$ cat src/design/rltw_pkg.sv
`timescale 1ns / 1ps
`default_nettype none

package rltw_pkg;

    // Stream widths
    localparam int CMD_W       = 2;
    localparam int IN_DATA_W   = 128;
    localparam int RES_W       = 139;
    localparam int OUT_DATA_W  = 144;
    localparam int ENT_OUT_W   = 9;

    typedef enum logic [1:0] {
        CMD_CLEAR   = 2'd0,
        CMD_APPEND  = 2'd1,
        CMD_ADVANCE = 2'd2,
        CMD_QUERY   = 2'd3
    } t_cmd;

    typedef enum logic [2:0] {
        ST_IDLE,
        ST_ADV_RD,
        ST_Q_ISSUE,
        ST_Q_DRAIN,
        ST_PEND
    } t_state;

    // One table entry as stored in memory
    typedef struct packed {
        logic [31:0] delta;
        logic [31:0] count;
    } t_entry;

    // Registered memory read beat
    typedef struct packed {
        logic   valid;
        t_entry ent;
    } t_rd_beat;

    // Result item, last field in the lowest bits
    typedef struct packed {
        logic [31:0]          cursor_sample;
        logic [ENT_OUT_W-1:0] cursor_entry;
        logic                 op_ok;
        logic                 cursor_valid;
        logic [31:0]          sample_total;
        logic [63:0]          range_duration;
    } t_result;

endpackage

`default_nettype wire

$ cat src/design/rltw_walk.sv
`timescale 1ns / 1ps
`default_nettype none

module rltw_walk (
    input  wire logic               i_clk,
    input  wire logic               i_rst_n,
    input  wire logic               i_start,
    input  wire logic [31:0]        i_lo,
    input  wire logic [31:0]        i_hi,
    input  wire rltw_pkg::t_rd_beat i_rd,
    output logic [63:0]             o_acc,
    output logic                    o_busy
);

    logic [31:0] r_pos;
    logic        r_live;

    logic        r_s1_v;
    logic [31:0] r_s1_pos;
    logic [31:0] r_s1_before;
    logic [31:0] r_s1_delta;

    logic        r_s2_v;
    logic [31:0] r_s2_span;
    logic [31:0] r_s2_delta;

    logic        r_s3_v;
    logic [63:0] r_s3_prod;

    logic [63:0] r_acc;

    logic [31:0] n_pos;
    logic        w_hit;
    logic        w_stop;
    logic [31:0] w_top;
    logic [31:0] w_before1;
    logic [31:0] w_bottom;
    logic [31:0] w_span;

    // Running end position of each entry (wraps at 32 bits)
    assign n_pos = r_pos + i_rd.ent.count;

    // Overlap of the entry with lo..hi
    assign w_hit     = r_live && (i_lo <= i_hi) && (r_s1_pos >= i_lo);
    assign w_stop    = r_s1_pos >= i_hi;
    assign w_top     = (i_hi < r_s1_pos) ? i_hi : r_s1_pos;
    assign w_before1 = r_s1_before + 32'd1;
    assign w_bottom  = (i_lo > w_before1) ? i_lo : w_before1;
    assign w_span    = w_top - w_bottom + 32'd1;

    always_ff @(posedge i_clk) begin
        if (!i_rst_n) begin
            r_live <= 1'b0;
            r_s1_v <= 1'b0;
            r_s2_v <= 1'b0;
            r_s3_v <= 1'b0;
        end else if (i_start) begin
            r_live <= 1'b1;
            r_s1_v <= 1'b0;
            r_s2_v <= 1'b0;
            r_s3_v <= 1'b0;
        end else begin
            r_s1_v <= i_rd.valid;
            r_s2_v <= r_s1_v && w_hit;
            r_s3_v <= r_s2_v;
            // drop every entry after the one that reaches the range end
            if (r_s1_v && w_hit && w_stop) begin
                r_live <= 1'b0;
            end
        end
    end

    always_ff @(posedge i_clk) begin
        if (i_start) begin
            r_pos <= 32'd0;
            r_acc <= 64'd0;
        end else begin
            if (i_rd.valid) begin
                r_pos <= n_pos;
            end
            if (r_s3_v) begin
                r_acc <= r_acc + r_s3_prod;
            end
        end
        r_s1_pos    <= n_pos;
        r_s1_before <= r_pos;
        r_s1_delta  <= i_rd.ent.delta;
        r_s2_span   <= w_span;
        r_s2_delta  <= r_s1_delta;
        r_s3_prod   <= {32'd0, r_s2_span} * {32'd0, r_s2_delta};
    end

    assign o_acc  = r_acc;
    assign o_busy = r_s1_v || r_s2_v || r_s3_v;

endmodule

`default_nettype wire

$ cat config.mk
export PLATFORM = sky130hd
export DESIGN_NAME = rltw_walk
export DESIGN_NICKNAME = d
export VERILOG_FILES = /design/src/design/rltw_pkg.sv /design/src/design/rltw_walk.sv
export SDC_FILE = /design/constraint.sdc
export NUM_CORES = 2
export LEC_CHECK = 0
export ABC_AREA = 0
export BUFFER_PORTS_ARGS = -buffer_cell sky130_fd_sc_hd__buf_2
export CORE_MARGIN = 5
export CORE_UTILIZATION = 40
export DETAILED_ROUTE_END_ITERATION = 6
export HOLD_SLACK_MARGIN = 0.15
export PLACE_DENSITY = 0.64
export SLEW_MARGIN = 15
export SYNTH_ARGS = -nofsm -noshare
export SYNTH_HDL_FRONTEND = slang
export SYNTH_SLANG_ARGS = --single-unit
$ cat constraint.sdc
create_clock -name i_clk -period 7.3 [get_ports i_clk]
set_clock_uncertainty 0.1 [all_clocks]
set_input_delay 0.365 -clock i_clk [delete_from_list [all_inputs] [get_ports i_clk]]
set_output_delay 0.365 -clock i_clk [all_outputs]
set_load 0.02 [all_outputs]
Yosys cells after proc, flatten, opt, wreduce, memory -nomap -nowiden --
Index checks and enable logic that the tools add are counted.
Word-level totals: register bits after elaboration 324, bits of input ports 132, output and inout port bits 65
Cells by class: $add $sub $neg 5, multiply operators 1, order comparisons 5, muxes and demuxes 4, bitwise gates (word level) 1, reduce and logical (&&, ||, !) cells 8
Operator list (count):
- $add 32x1->32 const B | 2
- $add 64x64->64 | 1
- $ge 32x32->1 | 2
- $mul 32x32->64 | 1
- $mux 32 | 2
- $add 32x32->32 | 1
- $gt 32x32->1 | 1
- $le 32x32->1 | 1
- $lt 32x32->1 | 1
- $sub 32x32->32 | 1
- $logic_and 1x1->1 | 4
- $logic_or 1x1->1 | 2
- $mux 1 | 2
- $reduce_bool 2->1 | 1
- $reduce_or 2->1 | 1
- $not 1->1 | 1

Depth between registers and ports, before layout --
depth after elaboration 7, depth in mapped cells 34

Worst setup path after synthesis --
No wires, ideal clock.
path kind register to register, from register r_s2_span[18], to register r_s3_prod[59], data arrival time 6.991 ns, path slack 0.083 ns, stages on the path, launching flop included 27, buffers on the path 2, period minus slack after synthesis 7.217 ns, cell sequence dfxtp_1 > clkbuf_1 > and2_1 > fa_1 > fa_1 > inv_1 > fa_1 > fa_1 > inv_1 > fa_1 > fa_1 > fa_1 > inv_1 > fa_1 > inv_1 > ha_1 > clkbuf_1 > nand2_1 > o21ai_0 > o211ai_1 > a21o_1 > a21o_1 > o41ai_1 > o22ai_1 > o21bai_1 > a21oi_1 > xnor2_1
On the way: word-level cells in the longest chain between the ends 1
Ends and longest elaborated chain:
- start: declaration | RTL line rltw_walk.sv:24 | logic [31:0] r_s2_span;
- start signal: assignment | RTL line rltw_walk.sv:88 | r_s2_span <= w_span;
- $mul 32x32->64 | RTL line rltw_walk.sv:90 | r_s3_prod <= {32'd0, r_s2_span} * {32'd0, r_s2_delta};
- end signal: assignment | RTL line rltw_walk.sv:90
- end: declaration | RTL line rltw_walk.sv:28 | logic [63:0] r_s3_prod;
No other way between the ends. A chain may end at the register's enable or synchronous reset.

Worst setup path after layout --
from register r_s2_span[6], to register r_s3_prod[59]
The elaborated chain is that of the path after synthesis.

==> metrics.md <==
| Metric | Value |
|---|---|
| Post-synth EDFFs | `0` |
| Synth area leader | `fa_1` |
| Fin. Hold Viols | `0` |
| Slowest CP cell | `fa_2` |
| H-tree depth | `2` |
| Routed wire length | `156000 um` |
| Core region area | `130000 um^2` |
| Internal reg-to-reg setup slack | `-0.15 ns` |
| Total track usage | `0.225` |
| Detailed Route Iter0 Violations | `2200` |
| Syn Std Cell Area | `52300 um^2` |
| #FFs+latches synth | `324` |
| I/O pin count | `197` |
| Slew @ Worst Pin | `0.936 ns` |
| Critical path class | `flop to flop` |
| Num rows | `132` |
| Post-route minimum period | `7.45 ns` |
| Total CTS buffers | `44` |
| CTS tree | `yes` |
| Crit path to | `r_s3_prod[59]$_DFF_P_` |
| Worst setup EP type | `flop` |
| Post-DP HPWL | `128000 um` |
| Share of cells above drive strength 1 | `0.160` |
| Starting density of the core | `0.403` |
| Die H | `372 um` |
| Total grt overflow | `0` |
| Synth-to-layout area growth | `19.7%` |
| Max-slew headroom at the worst pin | `0.376` |
| Non-Filler Instances | `8170` |
| Final WS setup | `-0.155 ns` |
| Vias per cell | `5.11` |
| R2R Path End | `r_s3_prod[59]$_DFF_P_` |
| Clock sinks | `324` |
| Detailed-route DRC error count | `0` |
| Root Buffer | `clkbuf_16` |
| Synth top area cells | `fa_1 34%, ha_1 13%, dfxtp_1 12%` |
| Final period util | `1.02` |
| Top-area cell type share of the netlist area | `0.344` |
| Chip Width | `372 um` |
| Fmax | `134 MHz` |
| Final setup viols | `10` |
| Seq/Total Area, Yosys | `0.124` |
| CP Launch Type | `flop` |
| Most used cell, CP | `fa_1` |
| Max Slew Vio Count | `0` |
| Worst-path clk slew | `0.06 ns` |
| Min-Delay Path Class | `input pin to flop` |
| Initial antenna violation count | `10` |
| Layout Utilization | `0.483` |
| Clk_lat worst skew | `0.64 ns` |
| Worst EP required | `7.71 ns` |
| Count of unique library cells instantiated by Yosys | `78` |
| First-pass GRT wire length | `243000 um` |
| Placer Congestion | `0.913` |
| WL/cell | `19.1 um` |
| Yosys warning total | `0` |
| Pin count of the biggest net entering global routing | `63` |
| Vias | `41700` |
| Die area | `138000 um^2` |
| CP Max Fanout | `5` |
| Mean Syn Cell Area | `8.96 um^2` |
| Antenna-violating nets left | `0` |
| Syn Nets | `7416` |
| Slowest Stage Delay on Critical Path | `0.57 ns` |
| Post-synth top flop | `dfxtp_1` |
| RSZ-0062 raised after global routing | `true` |
| Async set-reset flop share out of synthesis | `0` |
| R2r worst-path depth | `27` |
| Failing checks | `setup timing` |
| Number of global-route vias before repair | `44600` |
| Layout Nets | `7967` |
| Status | `finished, violations left` |
| Gate Count Post-Synth | `5838` |
| Crit path launch | `r_s2_span[6]$_DFF_P_` |
| Clk buf depth | `3` |
| Arr. time, crit path | `7.87 ns` |
| 1st-pass router iterations | `7` |
| Post-Place Cells | `7958` |
| RR Startpoint | `r_s2_span[6]$_DFF_P_` |
| Max-capacitance violation count | `0` |
| Post-route setup TNS | `-0.815 ns` |
| PortBufs | `196` |
[flip-flops by register name, summed over array words and instances, names as in the netlist]
| name | cells |
|---|---|
| o_acc | 64 |
| r_live | 1 |
| r_pos | 32 |
| r_s1_before | 32 |
| r_s1_delta | 32 |
| r_s1_pos | 32 |
| r_s1_v | 1 |
| r_s2_delta | 32 |
| r_s2_span | 32 |
| r_s2_v | 1 |
| r_s3_prod | 64 |
| r_s3_v | 1 |
[area by class of cell]
type | instances | area, um^2
tap | 1742 | 2180
clock buffer | 54 | 1190
fill | 12300 | 67000
clock inverter | 26 | 338
timing repair buffer | 775 | 6610
antenna | 5 | 12.5
sequential | 324 | 6550
inverter | 1028 | 3860
multi-input combinational | 4216 | 41900
[logic make-up after synthesis]
kind of cell,count (synthesis),share of synthesized area
XOR/XNOR,193,0.0326
buffers and inverters,1298,0.0932
AND/OR/NAND/NOR,1735,0.168
AO/OA/AOI/OAI,771,0.0939
flip-flops,324,0.124
multiplexers,71,0.0137
adder cells (fa/ha/maj),1446,0.475
[worst max-delay path: cells and delay by family (launching register included)]
family | cells | cell delay [ns]
xor gates and xnor gates | 1 | 0.13
buffers and inverters | 7 | 0.58
AOI/OAI and AO/OA | 7 | 1.40
DFF | 1 | 0.36
adders and majority gates | 9 | 4.46
and+or+nand+nor | 3 | 0.31
[per-stage QoR]
stage | worst slack (ns) | area (um^2) | hold slack (ns)
global placement | -0.489 | 58600 | 0.212
CTS | -0.141 | 61600 | 0.152
global route | -0.390 | 62600 | 0.213
finish | -0.155 | 62600 | 0.205
floorplan | 0.0834 | 52300 | 0.210
detailed placement | -0.520 | 58600 | 0.212
[metal layers]
layer | vias up | track usage | wire length [um]
li1 | 19400 | - | -
met1 | 21000 | 0.256 | 59100
met2 | 1002 | 0.410 | 80100
met3 | 325 | 0.0316 | 7450
met4 | 12 | 0.113 | 9280
met5 | - | 0 | 87
[cell usage in the layout (no fill, tap or decap), drive strengths merged, types with 6 or more instances in the layout]
master / synthesis / layout
inv: 1027 / 1033
fa: 899 / 899
buf: 11 / 695
and2: 631 / 631
nand2: 615 / 615
ha: 547 / 547
dfxtp: 324 / 324
a21oi: 217 / 217
nor2: 192 / 192
o21ai: 189 / 189
a21o: 142 / 142
xnor2: 122 / 122
dlygate4sd3: 0 / 71
xor2: 70 / 70
mux2i: 67 / 67
nand4: 61 / 61
clkbuf: 259 / 61
nand3: 54 / 54
nor3: 43 / 43
o21bai: 40 / 40
nor2b: 32 / 32
and3: 30 / 30
nand2b: 23 / 23
a31oi: 23 / 23
a211oi: 22 / 22
or3: 21 / 21
o21a: 20 / 20
o211ai: 10 / 10
o31ai: 10 / 10
or2: 9 / 9
nor4: 9 / 9
o41ai: 9 / 9
clkinv: 1 / 9
clkinvlp: 0 / 8
a221o: 8 / 8
a21boi: 8 / 8
a41oi: 7 / 7
a31o: 6 / 6
a211o: 6 / 6
o221ai: 6 / 6
[cells in the mapped netlist, types with 43 or more instances]
library cell / count
xor2_1: 70
nor2_1: 192
xnor2_1: 122
nand3_1: 54
ha_1: 547
mux2i_1: 67
nand4_1: 60
nor3_1: 43
dfxtp_1: 324
and2_1: 631
fa_1: 899
nand2_1: 614
clkbuf_1: 259
o21ai_0: 178
a21oi_1: 217
a21o_1: 142
inv_1: 1027
[timing repair]
action                                  4_1_cts  5_1_grt
hold endpoints to repair                     81        0
cloned                                        4        8
gates resized for setup                     133      168
hold buffers                                 71        0
pin swaps                                    84      117
endpoints found under the setup margin       46       44
setup buffers                                24       23
[how the worst min path moves through the flow]
stage                                start                      to  slack [ns]  cells past startpoint
CTS                                i_rd[7]     r_s1_pos[7]$_DFF_P_        0.15                      4
global route                       i_rd[7]     r_s1_pos[7]$_DFF_P_        0.21                      4
detailed placement  r_s1_delta[28]$_DFF_P_  r_s2_delta[28]$_DFF_P_        0.21                      0
floorplan            r_s1_delta[0]$_DFF_P_   r_s2_delta[0]$_DFF_P_        0.21                      0
finish                             i_rd[7]     r_s1_pos[7]$_DFF_P_        0.20                      4
global placement    r_s1_delta[28]$_DFF_P_  r_s2_delta[28]$_DFF_P_        0.21                      0
Power is not shown: default switching activity piles up to over one toggle a cycle in this logic, so the estimate is an artifact.
